## src/hw/rtl/i2cmb_pkg.sv

```systemverilog
// ----------------------------------------------------------------------------
// i2cmb_pkg
// Shared types and constants for the I2C single-byte master: the tick and
// result payloads, operation codes and the one-hot sequence steps.
// ----------------------------------------------------------------------------
`timescale 1ns / 1ps
`default_nettype none

package i2cmb_pkg;

  // operation codes carried by each tick
  localparam logic [1:0] OP_TICK  = 2'd0;
  localparam logic [1:0] OP_WRITE = 2'd1;
  localparam logic [1:0] OP_READ  = 2'd2;

  // reset slot length and the direction bit of the address byte
  localparam logic [15:0] SLOT_RESET  = 16'd150;
  localparam logic [15:0] SLOT_MAX    = 16'hFFFF;
  localparam logic [7:0]  ADDR_RD_BIT = 8'h01;
  localparam logic [3:0]  BITS_PER_BYTE = 4'd8;

  // one input tick
  typedef struct packed {
    logic [1:0] operation;
    logic [7:0] device_address;
    logic [7:0] write_data;
    logic       sda_in;
  } tick_t;

  // one result per tick
  typedef struct packed {
    logic       scl_out;
    logic       sda_out;
    logic       busy_res;
    logic       done_res;
    logic       success;
    logic [7:0] read_data;
  } res_t;

  // sequence steps, one-hot
  typedef enum logic [25:0] {
    ST_IDLE    = 26'h0000001,
    ST_ST_A    = 26'h0000002,
    ST_ST_B    = 26'h0000004,
    ST_ST_C    = 26'h0000008,
    ST_TA_LOW  = 26'h0000010,
    ST_TA_DAT  = 26'h0000020,
    ST_TA_HIGH = 26'h0000040,
    ST_AA_LOW  = 26'h0000080,
    ST_AA_REL  = 26'h0000100,
    ST_AA_HIGH = 26'h0000200,
    ST_DA_LOW  = 26'h0000400,
    ST_DA_REL  = 26'h0000800,
    ST_DA_HIGH = 26'h0001000,
    ST_TD_LOW  = 26'h0002000,
    ST_TD_DAT  = 26'h0004000,
    ST_TD_HIGH = 26'h0008000,
    ST_RX_LOW  = 26'h0010000,
    ST_RX_HIGH = 26'h0020000,
    ST_NK_LOW  = 26'h0040000,
    ST_NK_REL  = 26'h0080000,
    ST_NK_HIGH = 26'h0100000,
    ST_NK_END  = 26'h0200000,
    ST_SP_LOW  = 26'h0400000,
    ST_SP_SDA  = 26'h0800000,
    ST_SP_SCL  = 26'h1000000,
    ST_SP_END  = 26'h2000000
  } step_t;

endpackage

`default_nettype wire

```

## src/hw/rtl/i2cmb_seq.sv

```systemverilog
// ----------------------------------------------------------------------------
// i2cmb_seq
// Bus sequencer: holds the transaction state and advances it by one tick
// per transfer, producing the pin levels and status for that tick.
// ----------------------------------------------------------------------------
`timescale 1ns / 1ps
`default_nettype none

module i2cmb_seq (
  input  wire                  clk,
  input  wire                  rst_n,
  input  wire                  tick_en,
  input  i2cmb_pkg::tick_t     tick,
  input  wire                  cfg_wr_en,
  input  wire [15:0]           cfg_wr_data,
  output i2cmb_pkg::res_t      res
);
  import i2cmb_pkg::*;

  step_t       step_r, step_nxt;
  logic [15:0] slot_ticks_r;
  logic [15:0] cnt_r, cnt_nxt;
  logic [7:0]  shift_r, shift_nxt;
  logic [3:0]  bit_cnt_r, bit_cnt_nxt;
  logic        is_read_r, is_read_nxt;
  logic [7:0]  held_r, held_nxt;
  logic [7:0]  rx_byte_r, rx_byte_nxt;
  logic        scl_r, scl_nxt;
  logic        sda_r, sda_nxt;
  logic        result_r, result_nxt;

  logic        start;
  logic [15:0] limit;
  logic [3:0]  bit_inc;
  logic        done;
  logic        ok;
  step_t       step_cur;

  assign start   = (step_r == ST_IDLE) &&
                   ((tick.operation == OP_WRITE) || (tick.operation == OP_READ));
  assign limit   = (slot_ticks_r == 16'd0) ? 16'd1 : slot_ticks_r;

  // next state for one tick
  always_comb begin
    step_cur    = step_r;
    step_nxt    = step_r;
    cnt_nxt     = cnt_r;
    shift_nxt   = shift_r;
    bit_cnt_nxt = bit_cnt_r;
    is_read_nxt = is_read_r;
    held_nxt    = held_r;
    rx_byte_nxt = rx_byte_r;
    scl_nxt     = scl_r;
    sda_nxt     = sda_r;
    result_nxt  = result_r;
    done        = 1'b0;
    ok          = 1'b0;
    bit_inc     = 4'd0;

    // load a new transaction
    if (start) begin
      is_read_nxt = (tick.operation == OP_READ);
      shift_nxt   = is_read_nxt ? (tick.device_address | ADDR_RD_BIT)
                                : tick.device_address;
      held_nxt    = tick.write_data;
      bit_cnt_nxt = 4'd0;
      cnt_nxt     = 16'd0;
      result_nxt  = 1'b0;
      step_cur    = ST_ST_A;
      step_nxt    = ST_ST_A;
    end

    if (step_cur != ST_IDLE) begin
      // pin levels for this phase
      unique case (step_cur) inside
        ST_ST_A: begin
          scl_nxt = 1'b1;
          sda_nxt = 1'b1;
        end
        ST_ST_B, ST_ST_C, ST_SP_SDA: sda_nxt = 1'b0;
        ST_TA_LOW, ST_TD_LOW, ST_AA_LOW, ST_DA_LOW,
        ST_RX_LOW, ST_NK_LOW, ST_NK_END, ST_SP_LOW: scl_nxt = 1'b0;
        ST_TA_DAT, ST_TD_DAT: sda_nxt = shift_nxt[7];
        ST_TA_HIGH, ST_TD_HIGH, ST_AA_HIGH, ST_DA_HIGH,
        ST_RX_HIGH, ST_NK_HIGH, ST_SP_SCL: scl_nxt = 1'b1;
        ST_AA_REL, ST_DA_REL, ST_NK_REL, ST_SP_END: sda_nxt = 1'b1;
        default: ;
      endcase

      // slot timer, saturating
      if (cnt_nxt != SLOT_MAX) cnt_nxt = cnt_nxt + 16'd1;

      // end of phase: sample and move on
      if (cnt_nxt >= limit) begin
        cnt_nxt = 16'd0;
        bit_inc = bit_cnt_nxt + 4'd1;
        unique case (step_cur) inside
          ST_ST_A: begin
            if (!tick.sda_in) begin
              done     = 1'b1;
              step_nxt = ST_IDLE;
            end else begin
              step_nxt = ST_ST_B;
            end
          end
          ST_ST_B: begin
            if (tick.sda_in) begin
              done     = 1'b1;
              step_nxt = ST_IDLE;
            end else begin
              step_nxt = ST_ST_C;
            end
          end
          ST_TA_HIGH, ST_TD_HIGH: begin
            shift_nxt   = {shift_nxt[6:0], 1'b0};
            bit_cnt_nxt = bit_inc;
            if (bit_inc >= BITS_PER_BYTE) begin
              bit_cnt_nxt = 4'd0;
              step_nxt    = (step_cur == ST_TA_HIGH) ? ST_AA_LOW : ST_DA_LOW;
            end else begin
              step_nxt    = (step_cur == ST_TA_HIGH) ? ST_TA_LOW : ST_TD_LOW;
            end
          end
          ST_AA_HIGH: begin
            if (is_read_nxt) begin
              bit_cnt_nxt = 4'd0;
              shift_nxt   = 8'd0;
              step_nxt    = ST_RX_LOW;
            end else if (tick.sda_in) begin
              // address NACK: stop and fail
              result_nxt  = 1'b0;
              step_nxt    = ST_SP_LOW;
            end else begin
              shift_nxt   = held_nxt;
              bit_cnt_nxt = 4'd0;
              step_nxt    = ST_TD_LOW;
            end
          end
          ST_DA_HIGH, ST_NK_END: begin
            result_nxt = 1'b1;
            step_nxt   = ST_SP_LOW;
          end
          ST_RX_HIGH: begin
            shift_nxt   = {shift_nxt[6:0], tick.sda_in};
            bit_cnt_nxt = bit_inc;
            if (bit_inc >= BITS_PER_BYTE) begin
              bit_cnt_nxt = 4'd0;
              rx_byte_nxt = shift_nxt;
              step_nxt    = ST_NK_LOW;
            end else begin
              step_nxt    = ST_RX_LOW;
            end
          end
          ST_SP_END: begin
            done     = 1'b1;
            ok       = result_nxt;
            step_nxt = ST_IDLE;
          end
          ST_ST_C:    step_nxt = ST_TA_LOW;
          ST_TA_LOW:  step_nxt = ST_TA_DAT;
          ST_TA_DAT:  step_nxt = ST_TA_HIGH;
          ST_AA_LOW:  step_nxt = ST_AA_REL;
          ST_AA_REL:  step_nxt = ST_AA_HIGH;
          ST_DA_LOW:  step_nxt = ST_DA_REL;
          ST_DA_REL:  step_nxt = ST_DA_HIGH;
          ST_TD_LOW:  step_nxt = ST_TD_DAT;
          ST_TD_DAT:  step_nxt = ST_TD_HIGH;
          ST_RX_LOW:  step_nxt = ST_RX_HIGH;
          ST_NK_LOW:  step_nxt = ST_NK_REL;
          ST_NK_REL:  step_nxt = ST_NK_HIGH;
          ST_NK_HIGH: step_nxt = ST_NK_END;
          ST_SP_LOW:  step_nxt = ST_SP_SDA;
          ST_SP_SDA:  step_nxt = ST_SP_SCL;
          ST_SP_SCL:  step_nxt = ST_SP_END;
          default:    step_nxt = ST_IDLE;
        endcase
      end
    end
  end

  // result of this tick
  always_comb begin
    res.scl_out   = scl_nxt;
    res.sda_out   = sda_nxt;
    res.busy_res  = (step_nxt != ST_IDLE);
    res.done_res  = done;
    res.success   = done & ok;
    res.read_data = rx_byte_nxt;
  end

  // slot length register
  always_ff @(posedge clk) begin
    if (!rst_n) begin
      slot_ticks_r <= SLOT_RESET;
    end else if (cfg_wr_en) begin
      slot_ticks_r <= cfg_wr_data;
    end
  end

  // sequencer state, advanced once per accepted tick
  always_ff @(posedge clk) begin
    if (!rst_n) begin
      step_r    <= ST_IDLE;
      cnt_r     <= 16'd0;
      shift_r   <= 8'd0;
      bit_cnt_r <= 4'd0;
      is_read_r <= 1'b0;
      held_r    <= 8'd0;
      rx_byte_r <= 8'd0;
      scl_r     <= 1'b1;
      sda_r     <= 1'b1;
      result_r  <= 1'b0;
    end else if (tick_en) begin
      step_r    <= step_nxt;
      cnt_r     <= cnt_nxt;
      shift_r   <= shift_nxt;
      bit_cnt_r <= bit_cnt_nxt;
      is_read_r <= is_read_nxt;
      held_r    <= held_nxt;
      rx_byte_r <= rx_byte_nxt;
      scl_r     <= scl_nxt;
      sda_r     <= sda_nxt;
      result_r  <= result_nxt;
    end
  end

`ifndef SYNTHESIS
  // a finished transaction leaves the sequencer idle
  a_done_idle: assert property (@(posedge clk) disable iff (!rst_n)
    (tick_en && res.done_res) |=> (step_r == ST_IDLE))
    else $error("sequencer not idle after done");

  // success is only reported together with done
  a_ok_done: assert property (@(posedge clk) disable iff (!rst_n)
    res.success |-> res.done_res)
    else $error("success without done");

  // plain ticks leave an idle sequencer idle
  a_idle_hold: assert property (@(posedge clk) disable iff (!rst_n)
    (tick_en && (step_r == ST_IDLE) && !start) |=> (step_r == ST_IDLE))
    else $error("idle sequencer started without a start operation");

  // bit counter never passes one byte
  a_bit_cnt: assert property (@(posedge clk) disable iff (!rst_n)
    bit_cnt_r < BITS_PER_BYTE)
    else $error("bit counter out of range");
`endif

endmodule

`default_nettype wire

```

## src/hw/rtl/i2cmb_out_reg.sv

```systemverilog
// ----------------------------------------------------------------------------
// i2cmb_out_reg
// Result register: holds one tick's result until the consumer takes it and
// stalls the tick input only while it is full and stalled.
// ----------------------------------------------------------------------------
`timescale 1ns / 1ps
`default_nettype none

module i2cmb_out_reg (
  input  wire              clk,
  input  wire              rst_n,
  input  wire              load,
  input  i2cmb_pkg::res_t  res,
  output logic             full_stall,
  output logic             out_valid,
  input  wire              out_stall,
  output i2cmb_pkg::res_t  out_data
);
  import i2cmb_pkg::*;

  logic valid_r, valid_nxt;
  res_t data_r;

  // register frees up when its result is taken
  assign full_stall = valid_r & out_stall;
  assign valid_nxt  = load | (valid_r & out_stall);

  always_ff @(posedge clk) begin
    if (!rst_n) begin
      valid_r <= 1'b0;
    end else begin
      valid_r <= valid_nxt;
    end
  end

  // payload, loaded on each accepted tick
  always_ff @(posedge clk) begin
    if (load) begin
      data_r <= res;
    end
  end

  assign out_valid = valid_r;
  assign out_data  = data_r;

endmodule

`default_nettype wire

```

## src/hw/rtl/i2c_master_byte_transfer_unit.sv

```systemverilog
// ----------------------------------------------------------------------------
// i2c_master_byte_transfer_unit
// I2C master for single-byte write and read transactions, one timebase tick
// per input transfer and one result transfer per tick.
// ----------------------------------------------------------------------------
// Each input transfer is one tick of the bus timebase; every tick gives
// exactly one result with the SCL/SDA drive levels and status for that tick.
// The unit takes one tick per clock cycle unless stalled; a tick's result
// is in the output register in the next cycle. The only thing that
// holds the input back is the result register: in_stall is high while that
// register is full and out_stall is high. Each pin phase lasts cfg slot
// ticks (0 counts as 1); a write transaction, for instance, spans
// (3 + 3*8 + 3 + 3*8 + 3 + 4) phases. Write the slot length only while no
// transaction runs.
// ----------------------------------------------------------------------------
`timescale 1ns / 1ps
`default_nettype none

module i2c_master_byte_transfer_unit (
  input  wire               clk,
  input  wire               rst_n,
  input  wire               in_valid,
  output logic              in_stall,
  input  i2cmb_pkg::tick_t  in_data,
  output logic              out_valid,
  input  wire               out_stall,
  output i2cmb_pkg::res_t   out_data,
  input  wire               cfg_wr_en,
  input  wire [15:0]        cfg_wr_data
);
  import i2cmb_pkg::*;

  logic tick_en;
  logic full_stall;
  res_t res;

  // a valid tick is taken whenever the result register can hold its result
  assign in_stall = full_stall;
  assign tick_en  = in_valid & ~full_stall;

  i2cmb_seq u_seq (
    .clk         (clk),
    .rst_n       (rst_n),
    .tick_en     (tick_en),
    .tick        (in_data),
    .cfg_wr_en   (cfg_wr_en),
    .cfg_wr_data (cfg_wr_data),
    .res         (res)
  );

  i2cmb_out_reg u_out (
    .clk        (clk),
    .rst_n      (rst_n),
    .load       (tick_en),
    .res        (res),
    .full_stall (full_stall),
    .out_valid  (out_valid),
    .out_stall  (out_stall),
    .out_data   (out_data)
  );

`ifndef SYNTHESIS
  // input is held back only by a full, stalled result register
  a_stall_cause: assert property (@(posedge clk) disable iff (!rst_n)
    in_stall |-> (out_valid && out_stall))
    else $error("input stalled without a pending result");

  // every taken tick shows up as a result in the next cycle
  a_tick_result: assert property (@(posedge clk) disable iff (!rst_n)
    (in_valid && !in_stall) |=> out_valid)
    else $error("taken tick produced no result");

  // a done result never reports the bus as still busy
  a_done_busy: assert property (@(posedge clk) disable iff (!rst_n)
    (out_valid && out_data.done_res) |-> !out_data.busy_res)
    else $error("done while busy");
`endif

endmodule

`default_nettype wire
```

## config.mk

```make
export PLATFORM = sky130hd
export DESIGN_NAME = i2c_master_byte_transfer_unit
export DESIGN_NICKNAME = d
export VERILOG_FILES = /design/src/hw/rtl/i2cmb_pkg.sv /design/src/hw/rtl/i2cmb_seq.sv /design/src/hw/rtl/i2cmb_out_reg.sv /design/src/hw/rtl/i2c_master_byte_transfer_unit.sv
export SDC_FILE = /design/constraint.sdc
export NUM_CORES = 1
export LEC_CHECK = 0
export ABC_AREA = 1
export BUFFER_PORTS_ARGS = -buffer_cell sky130_fd_sc_hd__buf_2
export CAP_MARGIN = 40
export CORE_MARGIN = 5
export CORE_UTILIZATION = 30
export CTS_BUF_LIST = sky130_fd_sc_hd__clkbuf_2
export DETAILED_ROUTE_END_ITERATION = 16
export PLACE_DENSITY = 0.55
export SETUP_SLACK_MARGIN = 0.5
export SLEW_MARGIN = 0
export SYNTH_ARGS = -nofsm -noshare
export SYNTH_HDL_FRONTEND = slang
export SYNTH_SLANG_ARGS = --single-unit
```

## constraint.sdc

```tcl
create_clock -name clk -period 4.4 [get_ports clk]
set_input_delay 0.44 -clock clk [delete_from_list [all_inputs] [get_ports clk]]
set_output_delay 0.44 -clock clk [all_outputs]
set_load 0.05 [all_outputs]
```

## After elaboration in Yosys (flattened, before gate mapping)

Index checks and enable logic that the tools add are counted.

- Bits in registers: 104
- Bits of input ports: 40
- Output and inout bits: 15
- Logic and storage cells: 125

- Add/subtract/negate cells: 2
- $lt $le $gt $ge: 2
- Eq/ne operators: 31
- Muxes and demuxes: 56
- Bitwise logic cells: 5
- Reduce and logical (&&, ||, !) cells: 11

Operators with widths:

| cell | count |
|---|---|
| $pmux W26 S22 | 1 |
| $mux W26 | 5 |
| $mux W16 | 6 |
| $mux W8 | 10 |
| $ne A26 B1 Y1 const B | 2 |
| $mux W4 | 7 |
| $eq A26 B1 Y1 const B | 1 |
| $eq A26 B10 Y1 const B | 1 |
| $eq A26 B11 Y1 const B | 1 |
| $eq A26 B12 Y1 const B | 1 |
| $eq A26 B13 Y1 const B | 1 |
| $eq A26 B14 Y1 const B | 1 |
| $eq A26 B15 Y1 const B | 1 |
| $eq A26 B16 Y1 const B | 1 |
| $eq A26 B17 Y1 const B | 1 |
| $eq A26 B18 Y1 const B | 1 |
| $eq A26 B19 Y1 const B | 1 |
| $eq A26 B2 Y1 const B | 1 |
| $eq A26 B20 Y1 const B | 1 |
| $eq A26 B21 Y1 const B | 1 |
| $eq A26 B22 Y1 const B | 1 |
| $eq A26 B23 Y1 const B | 1 |
| $eq A26 B24 Y1 const B | 1 |
| $eq A26 B25 Y1 const B | 1 |
| other kinds (35) | 58 |

## Logic depth before layout (Yosys ltp)

Gate-level depths: netlist (run 1).

- Word-level depth: 11
- Mapped depth: 33
- Gate-level depth less buffers: 32

## Cells and area by module

A second synthesis (run 1) with hierarchy kept.

- Cell total of the unflattened synthesis: 993
- Area total of the unflattened synthesis: 6,787.8 µm²

By module, submodules not included:

| module | times used | cells an instance | area an instance (µm²) | seq. area each (µm²) |
|---|---|---|---|---|
| i2cmb_seq | 1 | 972 | 6,343.6 | 1,801.7 |
| i2cmb_out_reg | 1 | 19 | 434.2 | 410.4 |
| i2c_master_byte_transfer_unit | 1 | 2 | 10.0 | 0.0 |

## Worst setup path before layout (run 1)

No wires, ideal clock.

- Path type: input port to flip-flop
- Start point: in in_data[17] (netlist bit)
- End point: reg u_out.data_r, in the netlist u_out.out_data[10], data pin
- Setup time: 0.263 ns
- Data arrival time: 4.180 ns
- Data required time: 4.137 ns
- Setup slack: -0.043 ns
- Stages: 29
- Buffers on the path: 1
- Cell sequence: inv_1 ha_1 nor2_1 nand4_1 nor2_4 buf_2 nor2_1 ha_1 nand3_1 nor2_2 nand2_1 inv_2 nand2_2 mux2_1 ha_1 a21oi_1 o21ai_1 nand2_1 o211ai_1 nand2_1 nand2_1 nor2_4 inv_1 nand2_2 o21ai_0 nor3_1 nand3_1 nor2_1 nand3_1

RTL lines:

| what | line | source |
|---|---|---|
| start: declaration | i2c_master_byte_transfer_unit.sv:24 | `input i2cmb_pkg::tick_t in_data,` |
| end signal: assignment | i2cmb_out_reg.sv:39 | `data_r <= res;` |
| end: declaration | i2cmb_out_reg.sv:22 | `res_t data_r;` |

==> results of run 1 <==
==> power by group <==
part / switching (mW) / internal, mW / leakage (nW)
logic: 0.538 / 0.350 / 3.50
clock network: 0.392 / 0.208 / 0.0954
registers: 0.0493 / 1.04 / 0.888
total: 0.980 / 1.60 / 4.48
==> cell families after synthesis <==
logic type	count (synthesis)	share of synthesized area
and+or+nand+nor	417	0.294
DFF	104	0.323
AOI/OAI and AO/OA	242	0.197
adders and majority gates	19	0.0347
xor gates and xnor gates	13	0.0166
muxes	9	0.0133
buffers and inverters	211	0.121
==> registers in the layout (all words and copies together) (netlist names) <==
register and cells:
u_out.out_data 13, u_out.out_valid 1, u_seq.bit_cnt_r 4, u_seq.cnt_r 16, u_seq.held_r 8, u_seq.is_read_r 1, u_seq.result_r 1, u_seq.rx_byte_r 8
u_seq.scl_r 1, u_seq.sda_r 1, u_seq.shift_r 8, u_seq.slot_ticks_r 16, u_seq.step_r 26
==> worst paths after layout <==
kind / from / end / slack [ns] / cells past startpoint
setup / recovery: u_seq.step_r[16] / u_seq.rx_byte_r[1] / 0.30 / 28
hold / removal: cfg_wr_data[13] / u_seq.slot_ticks_r[13] / 0.05 / 3
setup reg to reg: u_seq.step_r[16] / u_seq.rx_byte_r[1] / 0.30 / 28
hold reg to reg: u_seq.bit_cnt_r[3] / u_seq.bit_cnt_r[3] / 0.49 / 2
==> timing repair <==
action	in CTS	in global routing
gates resized for setup	99	89
hold endpoints to repair	15	0
pin swaps	37	30
buffers inserted	37	11
hold buffers	19	0
endpoints found under the setup margin	73	74
cloned	1	0
==> layout by cell type (no fill, tap or decap), types with 5 or more instances in the layout <==
cell type,Yosys,layout
xor2_1,10,9
dfxtp_4,0,6
nand2_2,8,27
ha_1,19,14
nand2_1,183,153
a31oi_1,13,13
nand3_4,3,6
nor3_1,19,17
nor2_1,84,62
nor2_2,7,18
clkbuf_2,0,9
mux2i_1,8,8
nand3_2,6,16
inv_2,18,29
o21ai_1,12,18
nand4_1,16,16
o21ai_0,106,89
o21ai_2,9,11
dfxtp_1,91,68
dlygate4sd3_1,0,19
o21ai_4,0,9
buf_4,2,78
nand3_1,54,41
edfxtp_1,13,13
nand2_4,3,13
ha_4,0,5
o211ai_1,20,20
buf_2,7,54
inv_1,150,137
nor2_4,8,20
buf_6,3,16
nor4_1,18,17
a21oi_1,68,63
dfxtp_2,0,17
buf_12,0,5
==> worst max-delay path: cells and delay by family, from the launching register on <==
family	cells	cell delay (ns)
adder cells (fa/ha/maj)	1	0.28
buffers and inverters	8	0.91
AND/OR/NAND/NOR	16	2.09
XOR/XNOR	1	0.15
flip-flops	1	0.44
AO/OA/AOI/OAI	2	0.17
==> layer usage <==
layer	vias to the layer above	share of wire	track usage
li1	3659	-	-
met1	3305	0.47	0.219
met2	146	0.47	0.271
met3	18	0.047	0.0334
met4	0	0.014	0.0415
met5	-	0	0
==> per-stage QoR <==
step	utilization	power [mW]	setup TNS [ns]	worst slack [ns]	area, sq um
floorplan	-	1.58	0	0.482	6980
global placement	0.346	1.80	-0.0468	-0.0468	7800
detailed placement	0.347	1.80	-0.0864	-0.0864	7830
CTS	0.392	2.52	0	0.389	8850
global route	0.410	2.73	0	0.0146	9250
finish	0.410	2.58	0	0.296	9250
==> area by class of cell <==
cell class,instances,area share
multi-input combinational,701,0.481
sequential,104,0.244
timing repair buffer,174,0.148
inverter,168,0.0693
tap,285,0.0386
clock inverter,7,0.0137
clock buffer,9,0.00487
antenna,1,0.000271
==> run_results.csv, run 1 <==
group,metric,value,unit
run_status,status,"complete, no violations",
synth,synth_cell_types,45,
finish,final_cells,1449,
routing,route.detailed.drc,0,
timing,grt_setup_unrepaired,"true",
timing,setup_viol,0,
die,die_h,161,um
timing,finalMaxSlewViolations,0,
flow_run,max_cap_viol_count,0,
timing,post-route-period-util,0.933,
finish,multi_input_area,4450,sq um
critical_path,cp.required,5.02,ns
critical_path,slowest_stage,"dfxtp_4",
synth,yosysSeqAreaShare,0.323,
finish,layout.nets,1217,
grt,grt-ovfl-total,0,
clock_network,path_clk_slew,0.32,ns
die,core_area,22600,sq um
die,die-area,26000,sq um
synth,yosysMostFrequentCell,"nand2_1",
pwr,p_per_area,279,nW/um^2
clock_network,cts.sinks,104,
pwr,vdd_drop_max,0.167,mV
critical_path,crit_path_max_incr_delay,0.44,ns
synth,synth_top_area_frac,0.266,
critical_path,cp-start-kind,"register",
synth,ys_warn_count,0,
placement,place_congestion,0.908,
critical_path,worstPathMaxFanout,8,
synth,synth_area,6850,sq um
min_path,hold_class,"primary input to register",
routing,vias,7128,
synth,synthArstFlopShare,0,
synth,syn_inst,1015,
routing,routed_via_density,4.92,
finish,area_growth,34.9,%
critical_path,worstPathArrival,4.72,ns
clock_network,cts_max_path_buffers,2,
die,die_w,161,um
critical_path,crit_path_frequent_cell,"nor2_4",
clock_network,h-tree-depth,3,
pwr,p_leak,4.48,nW
finish,seqCellArea,2260,sq um
routing,routedWlPerCell,14.8,um
grt,grt_max_degree,83,
routing,routed_wl,21500,um
synth,syn_area_per_cell,6.75,sq um
timing,min_period,4.10,ns
synth,yosys-top-cells-area,"dfxtp_1 (27%), nand2_1 (10%), inv_1 (8.2%), o21ai_0 (7.7%), edfxtp_1 (5.7%)",
placement,dp_hpwl,14900,um
placement,port_buffers,54,
timing,finalHoldViolCount,0,
die,design.portCount,55,
routing,drt_iter0_drc,483,
timing,maxClockFrequency,0.244,GHz
timing,hold_ws,0.0531,ns
synth,synthFlopType,"dfxtp_1",
timing,tightest_slew,0.885,ns
synth,ys_ff_latch,104,
finish,drive_gt1_frac,0.320,
finish,nFillCells,2338,
die,rows,55,
routing,firstDrtPassIters,5,
die,start_util,0.304,
clock_network,cts_buffers,9,
clock_network,insertion_delay,0.67,ns
synth,yosys-top-cells-count,"nand2_1 (183), inv_1 (150), o21ai_0 (106)",
timing,slew_headroom,0.404,
timing,clock_skew,0.0198,ns
grt,grt_pass1_vias,6922,
grt,antenna_found_initial,1,
synth,synth_top_area_cell,"dfxtp_1",
critical_path,critical_path_class,"register to register",
clock_network,cts-root-buf,"clkbuf_2",
clock_network,cts_tree,"done",
grt,grt_pass1_wl,35000,um
synth,syn-num-nets,1074,
synth,synth-edff-count,13,
grt,grtUsageTotal,0.163,
critical_path,end_kind,"register",
placement,place_inst,1364,
routing,ant_nets,0,
Note: power is estimated with default switching activity, not from simulation.
==> run 2: changes to the inputs <==
--- a/config.mk
+++ b/config.mk
@@ -7,12 +7,12 @@
 export LEC_CHECK = 0
 export ABC_AREA = 1
 export BUFFER_PORTS_ARGS = -buffer_cell sky130_fd_sc_hd__buf_2
-export CAP_MARGIN = 40
+export CAP_MARGIN = 15
 export CORE_MARGIN = 5
-export CORE_UTILIZATION = 30
+export CORE_UTILIZATION = 35
 export CTS_BUF_LIST = sky130_fd_sc_hd__clkbuf_2
 export DETAILED_ROUTE_END_ITERATION = 16
-export PLACE_DENSITY = 0.55
+export PLACE_DENSITY = 0.61
 export SETUP_SLACK_MARGIN = 0.5
 export SLEW_MARGIN = 0
 export SYNTH_ARGS = -nofsm -noshare
==> run_results.csv, run 2 (synthesis results as in run 1) <==
group,metric,value,unit
run_status,status,"complete, no violations",
pwr,p_int,1.52,mW
clock_network,h-tree-depth,3,
critical_path,worstPathMaxFanout,7,
critical_path,critical_path_class,"register to register",
placement,dp_hpwl,14300,um
flow_run,max_cap_viol_count,0,
timing,maxClockFrequency,0.249,GHz
routing,firstDrtPassIters,6,
routing,routed_wl,21100,um
pwr,p_leak,4.49,nW
clock_network,path_clk_slew,0.33,ns
critical_path,crit_path_frequent_cell,"nor2_4",
timing,post-route-period-util,0.911,
clock_network,cts_max_path_buffers,2,
pwr,pwr-share-seq,0.438,
critical_path,crit_path_max_incr_delay,0.44,ns
critical_path,slowest_stage,"dfxtp_4",
grt,grt_pass1_vias,6627,
finish,top_register,"u_seq.step_r",
critical_path,end_kind,"register",
clock_network,cts_tree,"done",
finish,finish.utilization,0.470,
grt,grt_max_degree,94,
pwr,p_per_area,273,nW/um^2
routing,route.detailed.drc,0,
critical_path,cp-start-kind,"register",
finish,layout_commonest_cell,"nand2_1",
critical_path,crit_buf_inv,3,
pwr,power.switching,971,uW
routing,drt_iter0_drc,617,
die,core_area,19400,sq um
die,die-area,22500,sq um
routing,vias,7226,
routing,routed_via_density,5.11,
clock_network,cts.sinks,104,
timing,tightest_slew,1.22,ns
clock_network,insertion_delay,0.68,ns
finish,largestRegisters,"u_seq.step_r: 26 flops, u_seq.cnt_r: 16 flops, u_seq.slot_ticks_r: 16 flops",
timing,finalHoldViolCount,0,
critical_path,cpLargestDelayFamily,"simple AND/OR/NAND/NOR gates",
die,start_util,0.353,
pwr,vdd_drop_max,0.153,mV
routing,routedWlPerCell,14.9,um
critical_path,cp.required,4.88,ns
pwr,p_sw_frac,0.390,
grt,grt-ovfl-total,0,
die,rows,51,
finish,largest_reg_flops,26,
timing,clock_skew,0.0541,ns
grt,grtUsageTotal,0.184,
pwr,combPwrFrac,0.345,
timing,min_period,4.01,ns
die,die_w,150,um
timing,setup-tns-final,0,ns
routing,ant_nets,0,
finish,area_growth,33.1,%
finish,final_cell_mix,"nand2_1 (149), inv_1 (137), o21ai_0 (89)",
min_path,hold_class,"primary input to register",
grt,grt_pass1_wl,33300,um
timing,hold_ws,0.0416,ns
timing,finalMaxSlewViolations,0,
finish,layout.nets,1203,
placement,place_congestion,0.994,
timing,slew_headroom,0.186,
clock_network,cts-root-buf,"clkbuf_2",
pwr,report.power.total,2.49,mW
grt,antenna_found_initial,1,
die,design.portCount,55,
placement,pre_cts_ws,0.00573,ns
pwr,pwr-share-clk,0.216,
critical_path,worstPathArrival,4.49,ns
timing,grt_setup_unrepaired,"true",
finish,drive_gt1_frac,0.326,
die,die_h,150,um
timing,setup_viol,0,
timing,worst_slack,0.390,ns
placement,port_buffers,54,
clock_network,cts_buffers,9,
[run 2: final timing paths]
kind                                         start                     to  slack [ns]  cells after the start
worst max-delay path              u_seq.step_r[17]     u_out.out_data[10]        0.39                     29
worst min-delay path                cfg_wr_data[9]  u_seq.slot_ticks_r[9]        0.04                      3
worst max register to register    u_seq.step_r[17]     u_out.out_data[10]        0.39                     29
worst min register to register  u_seq.bit_cnt_r[3]     u_seq.bit_cnt_r[3]        0.49                      2
[run 2: per-layer routing]
| metal | wire, um | track usage | up-vias |
|---|---|---|---|
| met4 | 532 | 0.0586 | 0 |
| met3 | 1290 | 0.0379 | 43 |
| li1 | - | - | 3654 |
| met1 | 9850 | 0.258 | 3283 |
| met5 | 0 | 0 | - |
| met2 | 9410 | 0.285 | 246 |
[run 2: worst register-to-register path: cells and delay by family (launching register included)]
kind,cells,cell delay (ns)
AO/OA/AOI/OAI,4,0.34
multiplexers,1,0.33
flip-flops,1,0.44
AND/OR/NAND/NOR,19,2.02
adder cells (fa/ha/maj),2,0.40
buffers and inverters,3,0.31
[run 2: layout make-up]
type                       count  area [sq um]
multi-input combinational    700          4530
timing repair buffer         161          1220
sequential                   104          2260
clock buffer                   9          45.0
tap                          265           332
inverter                     168           646
clock inverter                 7          98.8
antenna                        1          2.50
fill                        1977         10300
[run 2: what timing repair did]
item | 4_1_cts | 5_1_grt
setup buffers | 37 | 12
setup endpoints to repair | 68 | 74
pin swaps | 45 | 50
hold endpoints to repair | 10 | 0
hold buffers | 11 | 0
cloned | 1 | 0
gates resized for setup | 89 | 119
[run 2: per-stage QoR]
step                      cell area (sq um)  cells
final                                  9120   1415
after global routing                   9120   1415
after CTS                              8560   1402
after detailed placement               7730   1337
after global placement                 7730   1337
after floorplan                        6980   1015
[run 2: power groups by stage]
stage	Sequential [mW]	Clock, mW	Combinational (mW)
after floorplan	1.12	0	0.460
after CTS	1.09	0.562	0.769
final	1.09	0.539	0.859
after detailed placement	1.10	0	0.686
after global placement	1.10	0	0.685
after global routing	1.10	0.597	0.943
